--- src/design/crt_pkg.sv ---
`timescale 1ns / 1ps
// ----------------------------------------------------------------------------
// crt_pkg
// Shared types and constants of the congruence sieve solver.
// ----------------------------------------------------------------------------
package crt_pkg;

  localparam int unsigned InFieldBits  = 16;
  localparam int unsigned OutFieldBits = 32;

  typedef enum logic [1:0] {
    ST_OK    = 2'd0,
    ST_NOSOL = 2'd1,
    ST_RANGE = 2'd2,
    ST_OVF   = 2'd3
  } status_e;

endpackage

--- src/design/crt_div.sv ---
`timescale 1ns / 1ps
// ----------------------------------------------------------------------------
// crt_div
// Restoring divider, one quotient bit per cycle, shared by all modulo steps.
// ----------------------------------------------------------------------------
module crt_div #(
  parameter int unsigned W = 32
) (
  input  logic         clk_i,
  input  logic         rst_ni,
  input  logic         start_i,
  input  logic [W-1:0] dividend_i,
  input  logic [W-1:0] divisor_i,
  output logic         busy_o,
  output logic         done_o,
  output logic [W-1:0] quotient_o,
  output logic [W-1:0] remainder_o
);
  localparam int unsigned CW = $clog2(W + 1);

  logic [W-1:0]  rem_q, rem_d, quo_q, quo_d, den_q, den_d;
  logic [CW-1:0] cnt_q, cnt_d;
  logic [W:0]    trial;

  assign trial = {rem_q, quo_q[W-1]};

  always_comb begin
    rem_d = rem_q;
    quo_d = quo_q;
    den_d = den_q;
    cnt_d = cnt_q;
    if (start_i) begin
      rem_d = '0;
      quo_d = dividend_i;
      den_d = divisor_i;
      cnt_d = CW'(W);
    end else if (cnt_q != '0) begin
      if (trial >= {1'b0, den_q}) begin
        rem_d = W'(trial - {1'b0, den_q});
        quo_d = {quo_q[W-2:0], 1'b1};
      end else begin
        rem_d = trial[W-1:0];
        quo_d = {quo_q[W-2:0], 1'b0};
      end
      cnt_d = cnt_q - 1'b1;
    end
  end

  always_ff @(posedge clk_i or negedge rst_ni) begin
    if (!rst_ni) begin
      cnt_q <= '0;
    end else begin
      cnt_q <= cnt_d;
    end
  end

  always_ff @(posedge clk_i) begin
    rem_q <= rem_d;
    quo_q <= quo_d;
    den_q <= den_d;
  end

  always_ff @(posedge clk_i or negedge rst_ni) begin
    if (!rst_ni) begin
      done_o <= 1'b0;
    end else begin
      done_o <= !start_i && (cnt_q == CW'(1));
    end
  end

  assign busy_o      = (cnt_q != '0);
  assign quotient_o  = quo_q;
  assign remainder_o = rem_q;

  // A new division is only started once the previous one has finished.
  a_start_idle: assert property (@(posedge clk_i) disable iff (!rst_ni)
    start_i |-> !busy_o) else $error("divider restarted while busy");
  // The remainder of a running division stays below the divisor.
  a_rem_below: assert property (@(posedge clk_i) disable iff (!rst_ni)
    busy_o && !$past(start_i) |-> rem_q < den_q) else $error("remainder too big");
  a_done_after: assert property (@(posedge clk_i) disable iff (!rst_ni)
    done_o |-> !busy_o) else $error("done while busy");

endmodule

--- src/design/crt_mul.sv ---
`timescale 1ns / 1ps
// ----------------------------------------------------------------------------
// crt_mul
// Shift-and-add multiplier, one multiplier bit per cycle.
// ----------------------------------------------------------------------------
module crt_mul #(
  parameter int unsigned AW = 32,
  parameter int unsigned BW = 16
) (
  input  logic            clk_i,
  input  logic            rst_ni,
  input  logic            start_i,
  input  logic [AW-1:0]   a_i,
  input  logic [BW-1:0]   b_i,
  output logic            done_o,
  output logic [AW+BW-1:0] product_o
);
  localparam int unsigned CW = $clog2(BW + 1);

  logic [AW+BW-1:0] acc_q, acc_d, mc_q, mc_d;
  logic [BW-1:0]    mp_q, mp_d;
  logic [CW-1:0]    cnt_q, cnt_d;

  always_comb begin
    acc_d = acc_q;
    mc_d  = mc_q;
    mp_d  = mp_q;
    cnt_d = cnt_q;
    if (start_i) begin
      acc_d = '0;
      mc_d  = (AW+BW)'(a_i);
      mp_d  = b_i;
      cnt_d = CW'(BW);
    end else if (cnt_q != '0) begin
      if (mp_q[0]) begin
        acc_d = acc_q + mc_q;
      end
      mc_d  = {mc_q[AW+BW-2:0], 1'b0};
      mp_d  = {1'b0, mp_q[BW-1:1]};
      cnt_d = cnt_q - 1'b1;
    end
  end

  always_ff @(posedge clk_i or negedge rst_ni) begin
    if (!rst_ni) begin
      cnt_q  <= '0;
      done_o <= 1'b0;
    end else begin
      cnt_q  <= cnt_d;
      done_o <= !start_i && (cnt_q == CW'(1));
    end
  end

  always_ff @(posedge clk_i) begin
    acc_q <= acc_d;
    mc_q  <= mc_d;
    mp_q  <= mp_d;
  end

  assign product_o = acc_q;

endmodule

--- src/design/crt_sieve_solver.sv ---
`timescale 1ns / 1ps
// ----------------------------------------------------------------------------
// crt_sieve_solver
// Solves a system of congruences by sieving, one pair per input word.
// ----------------------------------------------------------------------------
// Usage: each slave word carries one congruence (divisor, residual); tlast
// marks the last pair of a system. Only that last pair yields a master word
// with the solution and combined modulus in tdata and the status in tuser.
// A pair goes straight from the decision step to the finish step when the
// system is new or faulted. Otherwise the shared divider runs the modulo
// steps: one per Euclid step of the gcd plus five more. The sieve steps
// follow, one per cycle (up to divisor/gcd of them), then the serial
// multiply; the sieve sets the worst case.
// tready is high only between pairs. A finished result waits in the output
// register; the next pair is accepted meanwhile, and a second result waits
// until the first has been taken. Reset clears the running system and any
// pending result.
// ----------------------------------------------------------------------------
module crt_sieve_solver #(
  parameter int unsigned DIVISOR_BITS = 16,
  parameter int unsigned RESULT_BITS  = 32
) (
  input  logic        clk_i,
  input  logic        rst_ni,
  input  logic        s_axis_tvalid,
  output logic        s_axis_tready,
  input  logic [31:0] s_axis_tdata,  // divisor[15:0], residual[31:16]
  input  logic        s_axis_tlast,  // last_pair
  output logic        m_axis_tvalid,
  input  logic        m_axis_tready,
  output logic [63:0] m_axis_tdata,  // solution[31:0], modulus[63:32]
  output logic [1:0]  m_axis_tuser   // status[1:0]
);
  import crt_pkg::*;

  localparam int unsigned DW = (DIVISOR_BITS < InFieldBits) ? DIVISOR_BITS : InFieldBits;
  localparam int unsigned RW = RESULT_BITS;
  localparam int unsigned XW = (RW > DW) ? RW : DW;

  typedef enum logic [11:0] {
    S_IDLE    = 12'b000000000001,
    S_DECIDE  = 12'b000000000010,
    S_GCD     = 12'b000000000100,
    S_MODSOL  = 12'b000000001000,
    S_MODR    = 12'b000000010000,
    S_MODCAND = 12'b000000100000,
    S_MODSTEP = 12'b000001000000,
    S_SIEVE   = 12'b000010000000,
    S_QUOT    = 12'b000100000000,
    S_MUL     = 12'b001000000000,
    S_FIN     = 12'b010000000000,
    S_WAITMUL = 12'b100000000000
  } state_e;

  state_e        state_q, state_d;
  status_e       fault_q, fault_d;
  logic          first_q, first_d, last_q, last_d;
  logic [RW-1:0] sol_q, sol_d, mod_q, mod_d, cand_q, cand_d;
  logic [DW-1:0] d_q, d_d, r_q, r_d, y_q, y_d, g_q, g_d, t_q, t_d;
  logic [DW-1:0] cm_q, cm_d, sm_q, sm_d;
  logic          ovalid_q, ovalid_d;
  logic [63:0]   odata_q, odata_d;
  status_e       ostat_q, ostat_d;

  logic          div_start, div_busy, div_done;
  logic [XW-1:0] div_a, div_b, div_quo, div_rem;
  logic          mul_start, mul_done;
  logic [RW+DW-1:0] mul_prod;
  logic [RW+DW-1:0] d_wide;
  logic [RW:0]   cand_sum;
  logic [DW:0]   cm_sum;

  crt_div #(.W(XW)) u_div (
    .clk_i, .rst_ni,
    .start_i(div_start), .dividend_i(div_a), .divisor_i(div_b),
    .busy_o(div_busy), .done_o(div_done),
    .quotient_o(div_quo), .remainder_o(div_rem)
  );

  crt_mul #(.AW(RW), .BW(DW)) u_mul (
    .clk_i, .rst_ni,
    .start_i(mul_start), .a_i(div_quo[RW-1:0]), .b_i(d_q),
    .done_o(mul_done), .product_o(mul_prod)
  );

  assign d_wide   = (RW+DW)'(d_q);
  assign cand_sum = {1'b0, cand_q} + {1'b0, mod_q};
  assign cm_sum   = {1'b0, cm_q} + {1'b0, sm_q};

  always_comb begin
    state_d  = state_q;
    fault_d  = fault_q;
    first_d  = first_q;
    last_d   = last_q;
    sol_d    = sol_q;
    mod_d    = mod_q;
    cand_d   = cand_q;
    d_d      = d_q;
    r_d      = r_q;
    y_d      = y_q;
    g_d      = g_q;
    t_d      = t_q;
    cm_d     = cm_q;
    sm_d     = sm_q;
    ovalid_d = ovalid_q && !m_axis_tready;
    odata_d  = odata_q;
    ostat_d  = ostat_q;
    div_start = 1'b0;
    div_a     = '0;
    div_b     = '0;
    mul_start = 1'b0;

    unique case (state_q)
      S_IDLE: begin
        if (s_axis_tvalid) begin
          d_d     = s_axis_tdata[DW-1:0];
          r_d     = s_axis_tdata[InFieldBits+DW-1:InFieldBits];
          last_d  = s_axis_tlast;
          state_d = S_DECIDE;
        end
      end
      S_DECIDE: begin
        state_d = S_FIN;
        if (fault_q != ST_OK) begin
          state_d = S_FIN;
        end else if (r_q >= d_q) begin
          fault_d = ST_RANGE;
        end else if (first_q) begin
          first_d = 1'b0;
          if (d_wide[RW+DW-1:RW] != '0) begin
            fault_d = ST_OVF;
          end else begin
            sol_d = RW'(r_q);
            mod_d = d_wide[RW-1:0];
          end
        end else begin
          div_start = 1'b1;
          div_a     = XW'(mod_q);
          div_b     = XW'(d_q);
          y_d       = d_q;
          state_d   = S_GCD;
        end
      end
      S_GCD: begin
        if (div_done) begin
          if (div_rem == '0) begin
            g_d       = y_q;
            div_start = 1'b1;
            div_a     = XW'(sol_q);
            div_b     = XW'(y_q);
            state_d   = S_MODSOL;
          end else begin
            y_d       = div_rem[DW-1:0];
            div_start = 1'b1;
            div_a     = XW'(y_q);
            div_b     = div_rem;
          end
        end
      end
      S_MODSOL: begin
        if (div_done) begin
          t_d       = div_rem[DW-1:0];
          div_start = 1'b1;
          div_a     = XW'(r_q);
          div_b     = XW'(g_q);
          state_d   = S_MODR;
        end
      end
      S_MODR: begin
        if (div_done) begin
          if (div_rem[DW-1:0] != t_q) begin
            fault_d = ST_NOSOL;
            state_d = S_FIN;
          end else begin
            div_start = 1'b1;
            div_a     = XW'(sol_q);
            div_b     = XW'(d_q);
            state_d   = S_MODCAND;
          end
        end
      end
      S_MODCAND: begin
        if (div_done) begin
          cm_d      = div_rem[DW-1:0];
          div_start = 1'b1;
          div_a     = XW'(mod_q);
          div_b     = XW'(d_q);
          state_d   = S_MODSTEP;
        end
      end
      S_MODSTEP: begin
        if (div_done) begin
          sm_d    = div_rem[DW-1:0];
          cand_d  = sol_q;
          state_d = S_SIEVE;
        end
      end
      S_SIEVE: begin
        // cm tracks cand modulo the divisor, so no division per sieve step.
        if (cm_q == r_q) begin
          sol_d     = cand_q;
          div_start = 1'b1;
          div_a     = XW'(mod_q);
          div_b     = XW'(g_q);
          state_d   = S_QUOT;
        end else if (cand_sum[RW]) begin
          fault_d = ST_OVF;
          state_d = S_FIN;
        end else begin
          cand_d = cand_sum[RW-1:0];
          cm_d   = (cm_sum >= {1'b0, d_q}) ? DW'(cm_sum - {1'b0, d_q}) : cm_sum[DW-1:0];
        end
      end
      S_QUOT: begin
        if (div_done) begin
          mul_start = 1'b1;
          state_d   = S_MUL;
        end
      end
      S_MUL: begin
        state_d = S_WAITMUL;
      end
      S_WAITMUL: begin
        if (mul_done) begin
          if (mul_prod[RW+DW-1:RW] != '0) begin
            fault_d = ST_OVF;
          end else begin
            mod_d = mul_prod[RW-1:0];
          end
          state_d = S_FIN;
        end
      end
      S_FIN: begin
        if (!last_q) begin
          state_d = S_IDLE;
        end else if (!ovalid_q || m_axis_tready) begin
          ovalid_d = 1'b1;
          ostat_d  = fault_q;
          if (fault_q == ST_OK) begin
            odata_d = {32'(mod_q), 32'(sol_q)};
          end else begin
            odata_d = '0;
          end
          sol_d   = '0;
          mod_d   = RW'(1);
          fault_d = ST_OK;
          first_d = 1'b1;
          state_d = S_IDLE;
        end
      end
      default: state_d = S_IDLE;
    endcase
  end

  always_ff @(posedge clk_i or negedge rst_ni) begin
    if (!rst_ni) begin
      state_q  <= S_IDLE;
      fault_q  <= ST_OK;
      first_q  <= 1'b1;
      sol_q    <= '0;
      mod_q    <= RW'(1);
      ovalid_q <= 1'b0;
    end else begin
      state_q  <= state_d;
      fault_q  <= fault_d;
      first_q  <= first_d;
      sol_q    <= sol_d;
      mod_q    <= mod_d;
      ovalid_q <= ovalid_d;
    end
  end

  always_ff @(posedge clk_i) begin
    last_q  <= last_d;
    cand_q  <= cand_d;
    d_q     <= d_d;
    r_q     <= r_d;
    y_q     <= y_d;
    g_q     <= g_d;
    t_q     <= t_d;
    cm_q    <= cm_d;
    sm_q    <= sm_d;
    odata_q <= odata_d;
    ostat_q <= ostat_d;
  end

  assign s_axis_tready = (state_q == S_IDLE);
  assign m_axis_tvalid = ovalid_q;
  assign m_axis_tdata  = odata_q;
  assign m_axis_tuser  = ostat_q;

  // The running candidate residue stays a proper remainder of the divisor.
  a_cm_range: assert property (@(posedge clk_i) disable iff (!rst_ni)
    state_q == S_SIEVE |-> cm_q < d_q) else $error("sieve residue out of range");
  // Sieving is only done once a system has its first pair.
  a_sieve_started: assert property (@(posedge clk_i) disable iff (!rst_ni)
    state_q == S_SIEVE |-> !first_q && fault_q == ST_OK) else $error("bad sieve entry");
  // A new result only appears from the finishing step of a last pair.
  a_result_src: assert property (@(posedge clk_i) disable iff (!rst_ni)
    $rose(m_axis_tvalid) |-> $past(state_q == S_FIN && last_q))
    else $error("result without last pair");
  // A faulted result carries zero payload.
  a_fault_zero: assert property (@(posedge clk_i) disable iff (!rst_ni)
    m_axis_tvalid && m_axis_tuser != ST_OK |-> m_axis_tdata == '0)
    else $error("faulted result with data");
  // Every division of a pair has finished before the next pair is taken.
  a_div_idle: assert property (@(posedge clk_i) disable iff (!rst_ni)
    state_q == S_IDLE |-> !div_busy) else $error("divider busy between pairs");

endmodule

--- config.mk ---
export PLATFORM = sky130hd
export DESIGN_NAME = crt_sieve_solver
export DESIGN_NICKNAME = d
export VERILOG_FILES = /design/src/design/crt_pkg.sv /design/src/design/crt_div.sv /design/src/design/crt_mul.sv /design/src/design/crt_sieve_solver.sv
export SDC_FILE = /design/constraint.sdc
export NUM_CORES = 1
export LEC_CHECK = 0
export ABC_AREA = 1
export ABC_CLOCK_PERIOD_IN_PS = 15950
export BUFFER_PORTS_ARGS = -buffer_cell sky130_fd_sc_hd__buf_2
export CAP_MARGIN = 20
export CORE_UTILIZATION = 30
export DETAILED_ROUTE_END_ITERATION = 10
export MAX_ROUTING_LAYER = met4
export PLACE_DENSITY_LB_ADDON = 0.2
export SKIP_LAST_GASP = 1
export SYNTH_ARGS = -nofsm -noshare
export SYNTH_HDL_FRONTEND = slang
export SYNTH_SLANG_ARGS = --single-unit
--- constraint.sdc ---
create_clock -name clk_i -period 15.95 [get_ports clk_i]
set_input_delay 2.3925 -clock clk_i [delete_from_list [all_inputs] [get_ports clk_i]]
set_output_delay 2.3925 -clock clk_i [all_outputs]
set_load 0.03 [all_outputs]
==> results.py <==
metrics = {
    "route": {
        "met3WireLength_mm": 5.40,
        "firstDrtPassIters": 5,
        "wl_met1_mm": 51.3,
        "wl_met2_mm": 54.7,
        "ant_nets": 0,
        "vias": 29300,
        "drc": 0,
        "top_layer": "met4",
        "vias_per_cell": 4.84,
        "drt_wl_total_mm": 116,
        "drtIter0Drc": 2411,
        "routedWlPerCell_um": 19.1,
    },
    "layout": {
        "layout_common_cells": "nand2_1, inv_1, nor2_1, edfxtp_1, nand3_1",
        "multi_input_area_um2": 16000,
        "nFillCells": 11800,
        "final_layout_size_suffix_gt1_frac": 0.0724,
        "area_growth_pct": 13.0,
        "layout_commonest_cell": "nand2_1",
        "stdcell_count": 6058,
        "fin_nets": 4791,
        "seq_area_um2": 14000,
    },
    "timing": {
        "setup_viol": 0,
        "max_slew_margin": 0.336,
        "whs_ns": 0.457,
        "fin_crit_sh": 0.284,
        "setup_ws_ns": 11.41,
        "worst_slew_pin_slew_ns": 0.994,
        "max_freq_mhz": 220,
        "hold_violations": 0,
        "finalCriticalPeriod_ns": 4.54,
        "drv_slew": 0,
        "fin_setup_tns_ns": 0,
        "rsz0062_at_grt": "no",
        "fin_skew_ns": 0.0336,
    },
    "logic_synthesis": {
        "synth-seq-cells": 512,
        "yosysWarnings": 0,
        "seq_area_frac_synth": 0.423,
        "synthCells": 4498,
        "synth_flop_cell": "edfxtp_1",
        "synth-edff-count": 323,
        "synth_top_area_frac": 0.294,
        "synth.cell_area_um2": 33000,
        "syn_avg_cell_area_um2": 7.34,
        "yosys-top-cells-area": "edfxtp_1, nand2_1, inv_1",
        "async_flop_share": 0.182,
        "synth_cell_types": 54,
        "synth_top_area_cell": "edfxtp_1",
        "synth_nets": 4704,
    },
    "placed_design": {
        "placed_cells": 5928,
        "globalplace.congestion": 0.930,
        "port_buffers": 104,
        "dp.final_hpwl_mm": 89.2,
        "post-place-ws_ns": 11.47,
    },
    "global_routing": {
        "first_global_vias": 28600,
        "grt_max_degree": 76,
        "grt_use_total": 0.214,
        "grt_antenna_before_repair": 8,
        "grt_pass1_wl_mm": 176,
        "gr-total-overflow": 0,
    },
    "clock_network": {
        "cts_buffers": 66,
        "clock_latency_ns": 0.66,
        "postCtsHoldBufs": 0,
        "cts_tree": "built",
        "postCtsSetupBuffers": 0,
        "clk_path_buf_depth": 3,
        "path_clk_slew_ns": 0.06,
        "post_cts_resized": 0,
        "htreeDepth": 3,
        "clockRootBuffer": "clkbuf_16",
        "clock-sinks": 512,
    },
    "run": {
        "drv_cap": 0,
    },
    "worst_setup_path": {
        "crit_type": "reg -> reg",
        "endpoint_kind": "flop",
        "crit_path_start_kind": "flop",
        "critical_path_peak_fanout": 19,
        "crit_required_ns": 16.34,
        "worstPathArrival_ns": 4.93,
    },
    "power_and_ir_drop": {
        "irDropWorstVdd_v": 0.000115,
        "leakagePower_nw": 18.0,
        "p_per_area_nw_per_um2": 146,
    },
    "outcome": {
        "status": "finished clean",
    },
    "floorplanning": {
        "die_h_um": 334,
        "fp.coreArea_um2": 109000,
        "dieArea_um2": 111000,
        "io_pins": 105,
        "num_rows": 121,
        "initial_utilization": 0.303,
        "die_w_um": 334,
    },
    "hold_path": {
        "min_path_type": "reg -> reg",
    },
}
## through the flow
step            util  power [W]  area (um^2)
3_5_place_dp   0.321    0.00388        35000
6_report       0.342    0.00543        37300
2_1_floorplan      -    0.00321        33000
3_3_place_gp   0.321    0.00388        35000
4_1_cts        0.342    0.00547        37200
5_1_grt        0.342    0.00579        37300
## metal layers
layer / GRT usage / vias up
met2: 0.350 / 737
met3: 0.0279 / 169
li1: - / 14700
met1: 0.268 / 13700
met5: - / -
met4: 0.0796 / 0
## sequential cells by signal (all words and copies together) (netlist names), 12 cells and up
signal / cells
m_axis_tdata: 64
u_mul.mc_q: 48
u_mul.product_o: 48
cand_q: 32
mod_q: 32
sol_q: 32
u_div.den_q: 32
u_div.quotient_o: 32
u_div.remainder_o: 32
cm_q: 16
d_q: 16
g_q: 16
r_q: 16
sm_q: 16
t_q: 16
u_mul.mp_q: 16
y_q: 16
state_q: 12
## critical path, stage by stage, from the launching register on
cell	delay [ns]
edfxtp_1	0.41
ha_1	0.25
fa_1	0.44
nand3_1	0.09
nand2_1	0.12
a21boi_0	0.38
xor2_1	0.30
inv_1	0.11
ha_1	0.35
nand2_1	0.07
inv_1	0.10
nand3_1	0.09
nand2_1	0.13
nand3_1	0.10
nand2_1	0.09
nand2_1	0.44
nand2_2	0.52
nand2_1	0.11
nand3_1	0.09
nand2_1	0.07
## area by class of cell
class | count | share of cell area
antenna | 6 | 0.000402
multi-input combinational | 3182 | 0.428
timing repair buffer | 129 | 0.0201
inverter | 694 | 0.0700
clock inverter | 34 | 0.0114
tap | 1414 | 0.0474
clock buffer | 87 | 0.0486
sequential | 512 | 0.374
## where the power goes
part           internal, W  switching (W)
Sequential         0.00167       0.000277
Clock             0.000914       0.000654
Combinational     0.000592        0.00132
Total              0.00318        0.00225
## synth_stat cells (23+ instances only)
master	number
nand2_1	1453
inv_1	669
nor2_1	357
edfxtp_1	323
nand3_1	314
o21ai_0	210
a21oi_1	203
ha_1	164
dfxtp_1	96
dfrtp_1	90
xor2_1	84
o21ai_1	77
clkbuf_1	60
nand4_1	52
nor3_1	44
buf_2	25
or2_2	23
## logic make-up after synthesis
group / after synthesis / synth area share
adder cells (fa/ha/maj): 169 / 0.0652
XOR/XNOR: 101 / 0.0268
AO/OA/AOI/OAI: 585 / 0.0954
buffers and inverters: 804 / 0.0948
flip-flops: 512 / 0.423
AND/OR/NAND/NOR: 2327 / 0.295
## path summary, 6_finish.rpt
kind                                   start                         end  slack, ns  depth (start not counted)
setup / recovery           cm_q[0]$_DFFE_PP_           cm_q[7]$_DFFE_PP_      11.41                         19
hold / removal             y_q[11]$_DFFE_PP_           g_q[11]$_DFFE_PP_       0.46                          0
setup reg to reg           cm_q[0]$_DFFE_PP_           cm_q[7]$_DFFE_PP_      11.41                         19
hold reg to reg            y_q[11]$_DFFE_PP_           g_q[11]$_DFFE_PP_       0.46                          0
max in group asynchronous             rst_ni  u_div.cnt_q[2]$_DFFE_PN0P_      12.88                          2
min in group asynchronous             rst_ni     m_axis_tvalid$_DFF_PN0_       1.83                          1
Power figures use the tool's default switching activity.
